==> config.mk <==
export PLATFORM = sky130hd
export DESIGN_NAME = tagged_slot_lease_allocator
export DESIGN_NICKNAME = d
export VERILOG_FILES = /design/src/sv/tsla_pkg.sv /design/src/sv/tagged_slot_lease_allocator.sv /design/src/sv/tsla_slot_store.sv /design/src/sv/tsla_sequencer.sv
export SDC_FILE = /design/constraint.sdc
export NUM_CORES = 2
export LEC_CHECK = 0
export ABC_AREA = 0
export BUFFER_PORTS_ARGS = -buffer_cell sky130_fd_sc_hd__buf_2
export CAP_MARGIN = 30
export CORE_MARGIN = 5
export CORE_UTILIZATION = 40
export CTS_BUF_LIST = sky130_fd_sc_hd__clkbuf_16
export DETAILED_ROUTE_END_ITERATION = 7
export HOLD_SLACK_MARGIN = 0.12
export PLACE_DENSITY_LB_ADDON = 0.15
export SYNTH_ARGS = -nofsm -noshare
export SYNTH_HDL_FRONTEND = slang
export SYNTH_SLANG_ARGS = --single-unit
==> constraint.sdc <==
create_clock -name clk_i -period 13.8 [get_ports clk_i]
set_input_delay 1.38 -clock clk_i [delete_from_list [all_inputs] [get_ports clk_i]]
set_output_delay 1.38 -clock clk_i [all_outputs]
set_load 0.02 [all_outputs]
==> src/sv/tsla_pkg.sv <==
// package for the tagged slot lease allocator
// request and result types, mode, status and register index codes
// no dependencies
package tsla_pkg;

  // default sizes handed to the top level
  localparam int unsigned DEF_MAX_SLOTS  = 16;
  localparam int unsigned DEF_OWNER_BITS = 12;

  // field widths
  localparam int unsigned MODE_W   = 2;
  localparam int unsigned ID_W     = 12;
  localparam int unsigned EPOCH_W  = 64;
  localparam int unsigned SLOTNUM_W = 5;
  localparam int unsigned STATUS_W = 3;
  localparam int unsigned GRANT_W  = 4;
  localparam int unsigned COUNT_W  = 5;
  localparam int unsigned CFG_W    = 5;
  localparam int unsigned CFG_IDX_W = 1;

  // request modes
  localparam logic [MODE_W-1:0] MODE_ACQUIRE = 2'd0;
  localparam logic [MODE_W-1:0] MODE_RELEASE = 2'd1;
  localparam logic [MODE_W-1:0] MODE_LOOKUP  = 2'd2;

  // result status codes
  localparam logic [STATUS_W-1:0] STATUS_OK      = 3'd0;
  localparam logic [STATUS_W-1:0] STATUS_DUP     = 3'd1;
  localparam logic [STATUS_W-1:0] STATUS_FULL    = 3'd2;
  localparam logic [STATUS_W-1:0] STATUS_NOMATCH = 3'd3;
  localparam logic [STATUS_W-1:0] STATUS_RANGE   = 3'd4;

  // configuration register indexes and reset value
  localparam logic [CFG_IDX_W-1:0] CFG_ACTIVE_SLOTS   = 1'b0;
  localparam logic [CFG_IDX_W-1:0] CFG_TRANSFER_SLOTS = 1'b1;
  localparam logic [CFG_W-1:0]     CFG_SLOTS_RESET    = 5'd16;

  typedef struct packed {
    logic [MODE_W-1:0]    mode;
    logic                 pool_select;
    logic [ID_W-1:0]      owner_id;
    logic [EPOCH_W-1:0]   owner_epoch;
    logic [SLOTNUM_W-1:0] slot_number;
  } tsla_req_t;

  typedef struct packed {
    logic [STATUS_W-1:0] status;
    logic [GRANT_W-1:0]  granted_slot;
    logic [COUNT_W-1:0]  used_count;
    logic [COUNT_W-1:0]  free_count;
  } tsla_rsp_t;

  // write control from the sequencer to the slot store
  typedef struct packed {
    logic en;
    logic set_valid;
    logic pool;
  } tsla_wr_ctl_t;

endpackage

==> src/sv/tagged_slot_lease_allocator.sv <==
// Tagged slot lease allocator with an active and a transfer pool. A request
// is taken when start is high and busy is low; it acquires the lowest free
// slot for an owner tag, releases a given slot whose tag matches, or looks a
// tag up. The result is shown on rsp_o for exactly one cycle while
// result_valid_o is high and cannot be held off. After acceptance the
// pool is scanned one slot per cycle through the single read port of the tag
// memory, followed by a drain state and a commit state; the result strobe
// appears in the cycle after the commit, when busy is already low.
// depends on tsla_pkg, tsla_slot_store, tsla_sequencer
module tagged_slot_lease_allocator import tsla_pkg::*; #(
  parameter int unsigned MAX_SLOTS  = DEF_MAX_SLOTS,
  parameter int unsigned OWNER_BITS = DEF_OWNER_BITS
) (
  input  logic                 clk_i,
  input  logic                 rst_ni,
  input  logic                 start,
  output logic                 busy,
  input  tsla_req_t            req_i,
  output logic                 result_valid_o,
  output tsla_rsp_t            rsp_o,
  input  logic                 cfg_we_i,
  input  logic [CFG_IDX_W-1:0] cfg_idx_i,
  input  logic [CFG_W-1:0]     cfg_wdata_i
);

  localparam int unsigned IDX_W = (MAX_SLOTS > 1) ? $clog2(MAX_SLOTS) : 1;

  logic [CFG_W-1:0]      active_slots_q, transfer_slots_q;
  logic                  rd_pool;
  logic [IDX_W-1:0]      rd_idx;
  logic                  rd_valid;
  logic [OWNER_BITS-1:0] rd_owner;
  logic [EPOCH_W-1:0]    rd_epoch;
  tsla_wr_ctl_t          wr_ctl;
  logic [IDX_W-1:0]      wr_idx;
  logic [OWNER_BITS-1:0] wr_owner;
  logic [EPOCH_W-1:0]    wr_epoch;

  // capacity registers
  always_ff @(posedge clk_i or negedge rst_ni) begin
    if (!rst_ni) begin
      active_slots_q   <= CFG_SLOTS_RESET;
      transfer_slots_q <= CFG_SLOTS_RESET;
    end else if (cfg_we_i) begin
      unique case (cfg_idx_i)
        CFG_ACTIVE_SLOTS:   active_slots_q   <= cfg_wdata_i;
        CFG_TRANSFER_SLOTS: transfer_slots_q <= cfg_wdata_i;
        default: ;
      endcase
    end
  end

  tsla_sequencer #(
    .MAX_SLOTS  (MAX_SLOTS),
    .OWNER_BITS (OWNER_BITS)
  ) u_seq (
    .clk_i            (clk_i),
    .rst_ni           (rst_ni),
    .start            (start),
    .busy             (busy),
    .req_i            (req_i),
    .active_slots_i   (active_slots_q),
    .transfer_slots_i (transfer_slots_q),
    .rd_pool_o        (rd_pool),
    .rd_idx_o         (rd_idx),
    .rd_valid_i       (rd_valid),
    .rd_owner_i       (rd_owner),
    .rd_epoch_i       (rd_epoch),
    .wr_ctl_o         (wr_ctl),
    .wr_idx_o         (wr_idx),
    .wr_owner_o       (wr_owner),
    .wr_epoch_o       (wr_epoch),
    .rsp_o            (rsp_o),
    .rsp_valid_o      (result_valid_o)
  );

  tsla_slot_store #(
    .MAX_SLOTS  (MAX_SLOTS),
    .OWNER_BITS (OWNER_BITS)
  ) u_store (
    .clk_i      (clk_i),
    .rst_ni     (rst_ni),
    .rd_pool_i  (rd_pool),
    .rd_idx_i   (rd_idx),
    .rd_valid_o (rd_valid),
    .rd_owner_o (rd_owner),
    .rd_epoch_o (rd_epoch),
    .wr_ctl_i   (wr_ctl),
    .wr_idx_i   (wr_idx),
    .wr_owner_i (wr_owner),
    .wr_epoch_i (wr_epoch)
  );

endmodule

==> src/sv/tsla_slot_store.sv <==
// slot store: owner tag memory for both pools plus per-slot valid flops
// one registered read port and one write port
// depends on tsla_pkg
module tsla_slot_store import tsla_pkg::*; #(
  parameter int unsigned MAX_SLOTS  = DEF_MAX_SLOTS,
  parameter int unsigned OWNER_BITS = DEF_OWNER_BITS,
  localparam int unsigned IDX_W = (MAX_SLOTS > 1) ? $clog2(MAX_SLOTS) : 1
) (
  input  logic                  clk_i,
  input  logic                  rst_ni,
  input  logic                  rd_pool_i,
  input  logic [IDX_W-1:0]      rd_idx_i,
  output logic                  rd_valid_o,
  output logic [OWNER_BITS-1:0] rd_owner_o,
  output logic [EPOCH_W-1:0]    rd_epoch_o,
  input  tsla_wr_ctl_t          wr_ctl_i,
  input  logic [IDX_W-1:0]      wr_idx_i,
  input  logic [OWNER_BITS-1:0] wr_owner_i,
  input  logic [EPOCH_W-1:0]    wr_epoch_i
);

  localparam int unsigned MEM_DEPTH = 2 * (1 << IDX_W);
  localparam int unsigned ENTRY_W   = OWNER_BITS + EPOCH_W;

  logic [ENTRY_W-1:0]            mem_q [MEM_DEPTH];
  logic [1:0][MAX_SLOTS-1:0]     valid_q;
  logic [ENTRY_W-1:0]            rd_data_q;
  logic                          rd_valid_q;

  // tag memory, no reset: entries count only where the valid bit is set
  always_ff @(posedge clk_i) begin
    if (wr_ctl_i.en && wr_ctl_i.set_valid) begin
      mem_q[{wr_ctl_i.pool, wr_idx_i}] <= {wr_owner_i, wr_epoch_i};
    end
    rd_data_q <= mem_q[{rd_pool_i, rd_idx_i}];
  end

  // valid bits, all slots free after reset
  always_ff @(posedge clk_i or negedge rst_ni) begin
    if (!rst_ni) begin
      valid_q    <= '0;
      rd_valid_q <= 1'b0;
    end else begin
      if (wr_ctl_i.en) begin
        valid_q[wr_ctl_i.pool][wr_idx_i] <= wr_ctl_i.set_valid;
      end
      rd_valid_q <= valid_q[rd_pool_i][rd_idx_i];
    end
  end

  assign rd_valid_o = rd_valid_q;
  assign rd_owner_o = rd_data_q[ENTRY_W-1:EPOCH_W];
  assign rd_epoch_o = rd_data_q[EPOCH_W-1:0];

endmodule

==> src/sv/tsla_sequencer.sv <==
// request sequencer: scans one pool slot by slot through a shared tag
// comparator, then commits the store update and registers the result
// depends on tsla_pkg
module tsla_sequencer import tsla_pkg::*; #(
  parameter int unsigned MAX_SLOTS  = DEF_MAX_SLOTS,
  parameter int unsigned OWNER_BITS = DEF_OWNER_BITS,
  localparam int unsigned IDX_W = (MAX_SLOTS > 1) ? $clog2(MAX_SLOTS) : 1
) (
  input  logic                  clk_i,
  input  logic                  rst_ni,
  input  logic                  start,
  output logic                  busy,
  input  tsla_req_t             req_i,
  input  logic [CFG_W-1:0]      active_slots_i,
  input  logic [CFG_W-1:0]      transfer_slots_i,
  output logic                  rd_pool_o,
  output logic [IDX_W-1:0]      rd_idx_o,
  input  logic                  rd_valid_i,
  input  logic [OWNER_BITS-1:0] rd_owner_i,
  input  logic [EPOCH_W-1:0]    rd_epoch_i,
  output tsla_wr_ctl_t          wr_ctl_o,
  output logic [IDX_W-1:0]      wr_idx_o,
  output logic [OWNER_BITS-1:0] wr_owner_o,
  output logic [EPOCH_W-1:0]    wr_epoch_o,
  output tsla_rsp_t             rsp_o,
  output logic                  rsp_valid_o
);

  localparam int unsigned CNT_W = $clog2(MAX_SLOTS + 1);
  localparam int unsigned CAP_W = (CNT_W > CFG_W) ? CNT_W : CFG_W;
  localparam logic [IDX_W-1:0] LAST_IDX = IDX_W'(MAX_SLOTS - 1);

  localparam logic [1:0] S_IDLE   = 2'd0;
  localparam logic [1:0] S_SCAN   = 2'd1;
  localparam logic [1:0] S_DRAIN  = 2'd2;
  localparam logic [1:0] S_FINISH = 2'd3;

  logic [1:0]       state_q, state_d;
  tsla_req_t        req_q;
  logic [CAP_W-1:0] cap_q;
  logic [IDX_W-1:0] idx_q, cmp_idx_q;
  logic             cmp_vld_q;
  logic [CNT_W-1:0] used_q;
  logic             found_q, free_found_q, rel_hit_q;
  logic [IDX_W-1:0] found_idx_q, free_idx_q;
  tsla_rsp_t        rsp_q;
  logic             rsp_valid_q;

  logic             accept;
  logic [CAP_W-1:0] cfg_cap, cap_sel;
  logic             tag_match;
  logic             in_range;
  logic [STATUS_W-1:0] fin_status;
  logic [IDX_W-1:0] fin_idx;
  logic [CNT_W-1:0] fin_used;
  logic [CAP_W-1:0] fin_used_ext;
  logic [CAP_W-1:0] fin_free;
  tsla_wr_ctl_t     fin_wr;

  assign accept = start && !busy;
  assign busy   = (state_q != S_IDLE);

  // capacity of the requested pool, clamped to the slot count
  assign cfg_cap = req_i.pool_select ? CAP_W'(transfer_slots_i) : CAP_W'(active_slots_i);
  assign cap_sel = (cfg_cap > CAP_W'(MAX_SLOTS)) ? CAP_W'(MAX_SLOTS) : cfg_cap;

  // shared tag comparator on the registered read data
  assign tag_match = rd_valid_i && (rd_owner_i == OWNER_BITS'(req_q.owner_id)) &&
                     (rd_epoch_i == req_q.owner_epoch);

  assign in_range = CAP_W'(req_q.slot_number) < cap_q;

  assign rd_pool_o = req_q.pool_select;
  assign rd_idx_o  = idx_q;

  // next state
  always_comb begin
    state_d = state_q;
    unique case (state_q)
      S_IDLE:   if (accept) state_d = S_SCAN;
      S_SCAN:   if (idx_q == LAST_IDX) state_d = S_DRAIN;
      S_DRAIN:  state_d = S_FINISH;
      S_FINISH: state_d = S_IDLE;
      default:  state_d = S_IDLE;
    endcase
  end

  // decision once the scan is complete
  always_comb begin
    fin_status = STATUS_OK;
    fin_idx    = '0;
    fin_used   = used_q;
    fin_wr     = '{en: 1'b0, set_valid: 1'b0, pool: req_q.pool_select};
    case (req_q.mode)
      MODE_ACQUIRE: begin
        if (found_q) begin
          fin_status = STATUS_DUP;
        end else if (!free_found_q) begin
          fin_status = STATUS_FULL;
        end else begin
          fin_idx          = free_idx_q;
          fin_used         = used_q + CNT_W'(1);
          fin_wr.en        = 1'b1;
          fin_wr.set_valid = 1'b1;
        end
      end
      MODE_RELEASE: begin
        if (!in_range) begin
          fin_status = STATUS_RANGE;
        end else if (!rel_hit_q) begin
          fin_status = STATUS_NOMATCH;
        end else begin
          fin_idx   = IDX_W'(req_q.slot_number);
          fin_used  = used_q - CNT_W'(1);
          fin_wr.en = 1'b1;
        end
      end
      default: begin
        if (found_q) begin
          fin_idx = found_idx_q;
        end else begin
          fin_status = STATUS_NOMATCH;
        end
      end
    endcase
    fin_used_ext = CAP_W'(fin_used);
    fin_free     = (fin_used_ext < cap_q) ? (cap_q - fin_used_ext) : '0;
  end

  // store write happens in the finish cycle
  always_comb begin
    wr_ctl_o = fin_wr;
    wr_ctl_o.en = fin_wr.en && (state_q == S_FINISH);
  end
  assign wr_idx_o   = fin_idx;
  assign wr_owner_o = OWNER_BITS'(req_q.owner_id);
  assign wr_epoch_o = req_q.owner_epoch;

  // request latch, no reset needed
  always_ff @(posedge clk_i) begin
    if (accept) begin
      req_q <= req_i;
      cap_q <= cap_sel;
    end
  end

  // sequencer and scan accumulators
  always_ff @(posedge clk_i or negedge rst_ni) begin
    if (!rst_ni) begin
      state_q      <= S_IDLE;
      idx_q        <= '0;
      cmp_idx_q    <= '0;
      cmp_vld_q    <= 1'b0;
      used_q       <= '0;
      found_q      <= 1'b0;
      found_idx_q  <= '0;
      free_found_q <= 1'b0;
      free_idx_q   <= '0;
      rel_hit_q    <= 1'b0;
      rsp_valid_q  <= 1'b0;
    end else begin
      state_q     <= state_d;
      rsp_valid_q <= (state_q == S_FINISH);
      cmp_vld_q   <= (state_q == S_SCAN);
      cmp_idx_q   <= idx_q;
      if (accept) begin
        idx_q        <= '0;
        used_q       <= '0;
        found_q      <= 1'b0;
        found_idx_q  <= '0;
        free_found_q <= 1'b0;
        free_idx_q   <= '0;
        rel_hit_q    <= 1'b0;
      end else begin
        if (state_q == S_SCAN) begin
          idx_q <= idx_q + IDX_W'(1);
        end
        // one slot evaluated per cycle
        if (cmp_vld_q) begin
          if (rd_valid_i) begin
            used_q <= used_q + CNT_W'(1);
          end
          if (tag_match && !found_q) begin
            found_q     <= 1'b1;
            found_idx_q <= cmp_idx_q;
          end
          if (!rd_valid_i && !free_found_q && (CAP_W'(cmp_idx_q) < cap_q)) begin
            free_found_q <= 1'b1;
            free_idx_q   <= cmp_idx_q;
          end
          if (CAP_W'(cmp_idx_q) == CAP_W'(req_q.slot_number)) begin
            rel_hit_q <= tag_match;
          end
        end
      end
    end
  end

  // result register
  always_ff @(posedge clk_i) begin
    if (state_q == S_FINISH) begin
      rsp_q.status       <= fin_status;
      rsp_q.granted_slot <= (fin_status == STATUS_OK) ? GRANT_W'(fin_idx) : '0;
      rsp_q.used_count   <= COUNT_W'(fin_used);
      rsp_q.free_count   <= COUNT_W'(fin_free);
    end
  end

  assign rsp_o       = rsp_q;
  assign rsp_valid_o = rsp_valid_q;

endmodule

==> summary.md <==
The most critical setup path has its startpoint at u_seq.found_q$_DFFE_PN0P_. For the worst flop-to-flop path, the logic depth is 9. Among all flip-flop cells after synthesis, the most frequent one is sky130_fd_sc_hd__edfxtp_1. The run gives 301 as the number of buffers created by CTS. STA classifies the critical path startpoint as a flop. The core region is 253,000 sq um. The synthesized netlist contains 56 unique library cells. In the layout the commonest cells are sky130_fd_sc_hd__edfxtp_1, sky130_fd_sc_hd__mux4_2, sky130_fd_sc_hd__clkbuf_16, sky130_fd_sc_hd__buf_4, sky130_fd_sc_hd__buf_2. Buffers placed on the I/O ports in this run total 112. Clock insertion delay at the later pin of the skew report: 0.94 ns. After detailed routing, the total wire length is 264,000 um. The run gives 264,000 sq um as the die outline area.

After synthesis the cells add up to 102,000 sq um. The post-placement setup slack was 8.76 ns; the synthesized area per cell was 24.3 sq um. For the global-route wire length before repair, the log shows 373,000 um.

The global routing usage summed across all routing layers is 0.199, and the count of pins over their slew limit is 0. The number of gates resized after CTS was 0. The clock arrives with 0.0832 ns of skew. The tools report the tightest slew margin relative to the limit as 0.269. Setup repair after global routing left no endpoint under its margin.

For the final routed database, the setup TNS stands at 0 ns. HPWL reported at the end of detailed placement: 141,000 um. Entering global routing, the biggest net connects 123 pins.

VDD sags by at most 154 uV. The number of buffers added to fix hold violations after cts came out at 0. In this run the worst path has a maximum fanout of 35. The tools report the arrival time of the worst setup path as 5.45 ns. The final setup violation count is 0. The worst setup path is of the reg -> reg kind.

The site row count is 185. The run gives 0.401 as the starting utilization of the core area. The analysis attributes to cell leakage a power of 0.0366 uW. For the pin with the worst max-slew slack, the measured transition is 1.10 ns. The flow ran to the end, and the final reports show no timing, DRC or antenna violations. The run gives 0.783 as the sequential element share of the synthesized area.

TritonCTS built the clock tree. The wire length per cell after detailed routing is 32.2 um, and the total DRC errors in the routed layout is 0. Critical path capture point type: a flop. The proportion of layout cells with a drive suffix above 1 came out at 0.333. The worst reg2reg path startpoint was u_seq.found_q$_DFFE_PN0P_. The cell sitting at the root of the clock tree is a sky130_fd_sc_hd__clkbuf_16.

The first TritonRoute pass finished after 6 iterations. The type of the tightest min-delay check was in -> async. Using the TritonRoute via totals, the vias-per-cell ratio works out to 5.64.

Routability-driven placement finished with a final weighted congestion of 0.760. The minimum clock period is 4.95 ns, and the achievable clock frequency is 202 MHz. The number of antenna violations at the first check in global routing was 11; the share of the clock period used by the worst path after layout was 0.359.

The count of nets left with antenna violations once routing finished came out at 0. The vias after detailed routing came out at 46,200. The setup fix buffers added after clock tree synthesis is 0. The clock transition at the registers of the reported paths was 0.06 ns; the number of storage elements in the synthesis netlist was 2,685.

Hold violation total from the final report: 0. CTS built an H-tree with a depth of 5. The synthesis warning total came out at 0.

The vertical extent of the die works out to 514 um. Synthesis produced a netlist whose cell count is 4,182. Total of max-cap violations: 0. Leading cell type in the layout, fill and taps excluded: sky130_fd_sc_hd__edfxtp_1. The power density relative to cell area is 186 nW/um^2. For the total grt overflow, the log shows 0. The fraction of registers with async set/reset was 0.0264.

The die span in x is 514 um. CTS saw 2,685 sinks. Yosys mapped a number of flops with a built-in enable equal to 2,538. No sink is reached through more buffers than the 4 on the longest clock path. The net count of the mapped netlist is 4,297, and the detailed router's first-iteration violation count is 4,401. Final worst slack: 8.85 ns. The via count of the first global-routing pass came out at 47,700. Post-synthesis to final-layout area growth: 15.1%. The number of nets in the final layout is 4,714, and the required time reported for the critical path endpoint is 14.29 ns. In this run the count of I/O pins placed on the die edge is 113.
[cell type report]
cell class              instances  area (sq um)
repair buffers                316          2590
inverters                      35           136
multi-input cells            1260         21300
clock buffers                 306          7660
diodes                          5          12.5
flip-flops and latches       2685         79500
well taps                    3366          4210
fillers                     20900        137000
clock inverters               216          1460
[kinds of logic (layout without fill, tap and decap cells)]
group,after synthesis,count (layout),share of synthesized area
xor+xnor,79,79,0.00681
other cells,0,5,0
buf+inv,237,873,0.00993
fa+ha+maj,21,21,0.00266
simple gates,160,160,0.00759
mux,869,869,0.182
compound gates,131,131,0.00821
flops,2685,2685,0.783
[sequential cells by signal (all words and copies together) (netlist names), 2 cells and up]
| register | flops |
|---|---|
| u_seq.cap_q | 5 |
| u_seq.rsp_o | 17 |
| u_seq.cmp_idx_q | 4 |
| u_seq.req_q | 7 |
| u_seq.wr_epoch_o | 64 |
| u_store.mem_q | 2432 |
| u_seq.wr_owner_o | 12 |
| u_seq.free_idx_q | 4 |
| u_seq.found_idx_q | 4 |
| active_slots_q | 5 |
| u_store.rd_data_q | 76 |
| u_seq.state_q | 2 |
| u_seq.used_q | 5 |
| u_store.valid_q | 32 |
| u_seq.rd_idx_o | 4 |
| transfer_slots_q | 5 |
[Yosys cell counts, types with 3 or more instances]
cell / count / share of area
sky130_fd_sc_hd__o21ai_0: 50 / 0.0025
sky130_fd_sc_hd__xnor2_1: 35 / 0.0030
sky130_fd_sc_hd__mux4_2: 770 / 0.17
sky130_fd_sc_hd__mux2_2: 88 / 0.0098
sky130_fd_sc_hd__or4_1: 3 / 0.00022
sky130_fd_sc_hd__buf_4: 9 / 0.00067
sky130_fd_sc_hd__dfxtp_1: 76 / 0.015
sky130_fd_sc_hd__nand4_1: 11 / 0.00068
sky130_fd_sc_hd__nand2_1: 28 / 0.0010
sky130_fd_sc_hd__nor2b_1: 10 / 0.00062
sky130_fd_sc_hd__nor4_1: 9 / 0.00055
sky130_fd_sc_hd__or3_1: 3 / 0.00018
sky130_fd_sc_hd__nand2b_1: 6 / 0.00037
sky130_fd_sc_hd__nand3_1: 22 / 0.0011
sky130_fd_sc_hd__ha_1: 20 / 0.0025
sky130_fd_sc_hd__o31ai_1: 23 / 0.0017
sky130_fd_sc_hd__buf_2: 56 / 0.0028
sky130_fd_sc_hd__a21oi_1: 14 / 0.00069
sky130_fd_sc_hd__nor2_1: 55 / 0.0020
sky130_fd_sc_hd__edfxtp_1: 2538 / 0.75
sky130_fd_sc_hd__inv_1: 33 / 0.0012
sky130_fd_sc_hd__clkbuf_1: 111 / 0.0041
sky130_fd_sc_hd__a32oi_1: 4 / 0.00035
sky130_fd_sc_hd__and2_1: 5 / 0.00031
sky130_fd_sc_hd__dfrtp_1: 69 / 0.017
sky130_fd_sc_hd__nor3_1: 4 / 0.00020
sky130_fd_sc_hd__o21ai_1: 7 / 0.00035
sky130_fd_sc_hd__o21a_1: 3 / 0.00022
sky130_fd_sc_hd__buf_1: 24 / 0.00089
sky130_fd_sc_hd__mux2i_1: 11 / 0.0011
sky130_fd_sc_hd__xor2_1: 44 / 0.0038
sky130_fd_sc_hd__a21o_1: 7 / 0.00052
[path summary, 6_finish.rpt]
path                                                   endpoint  slack [ns]
min in group clk_i              transfer_slots_q[3]$_DFFE_PN0P_        0.51
worst max-delay path            u_store.mem_q[15][30]$_DFFE_PP_        8.85
worst min-delay path                u_seq.rsp_valid_o$_DFF_PN0_        0.40
worst max register to register  u_store.mem_q[15][30]$_DFFE_PP_        8.85
worst min register to register  transfer_slots_q[3]$_DFFE_PN0P_        0.51
max in group asynchronous          u_seq.state_q[1]$_DFFE_PN0P_       12.84
[metal layers]
metal / routed length [um] / GRT usage
met5: 0 / 0
met3: 15800 / 0.0365
met2: 126000 / 0.317
met1: 116000 / 0.288
met4: 5410 / 0.0462
[stage by stage]
stage | power [uW] | util | cell area (sq um) | hold WS (ns) | cells
global route | 22600 | 0.461 | 117000 | 0.353 | 8189
floorplan | 13000 | - | 102000 | 0.352 | 4182
CTS | 22000 | 0.461 | 117000 | 0.506 | 8179
global placement | 14500 | 0.422 | 107000 | 0.484 | 7631
detailed placement | 14500 | 0.425 | 108000 | 0.493 | 7657
finish | 21700 | 0.461 | 117000 | 0.400 | 8189
[where the power goes]
group	internal [uW]	switching [uW]
clock	4340	3120
sequential	9430	256
combinational	2210	2340
[worst max-delay path, stage by stage, from the launching register on]
cell	delay [ns]
sky130_fd_sc_hd__dfrtp_1	0.48
sky130_fd_sc_hd__nor3b_2	0.34
sky130_fd_sc_hd__nor2b_1	0.55
sky130_fd_sc_hd__a32oi_1	0.13
sky130_fd_sc_hd__a21boi_1	0.25
sky130_fd_sc_hd__nor2_1	0.18
sky130_fd_sc_hd__nand2_1	0.27
sky130_fd_sc_hd__nor2_4	0.66
sky130_fd_sc_hd__buf_4	0.77
sky130_fd_sc_hd__buf_4	0.86
Power figures use the tool's default switching activity.
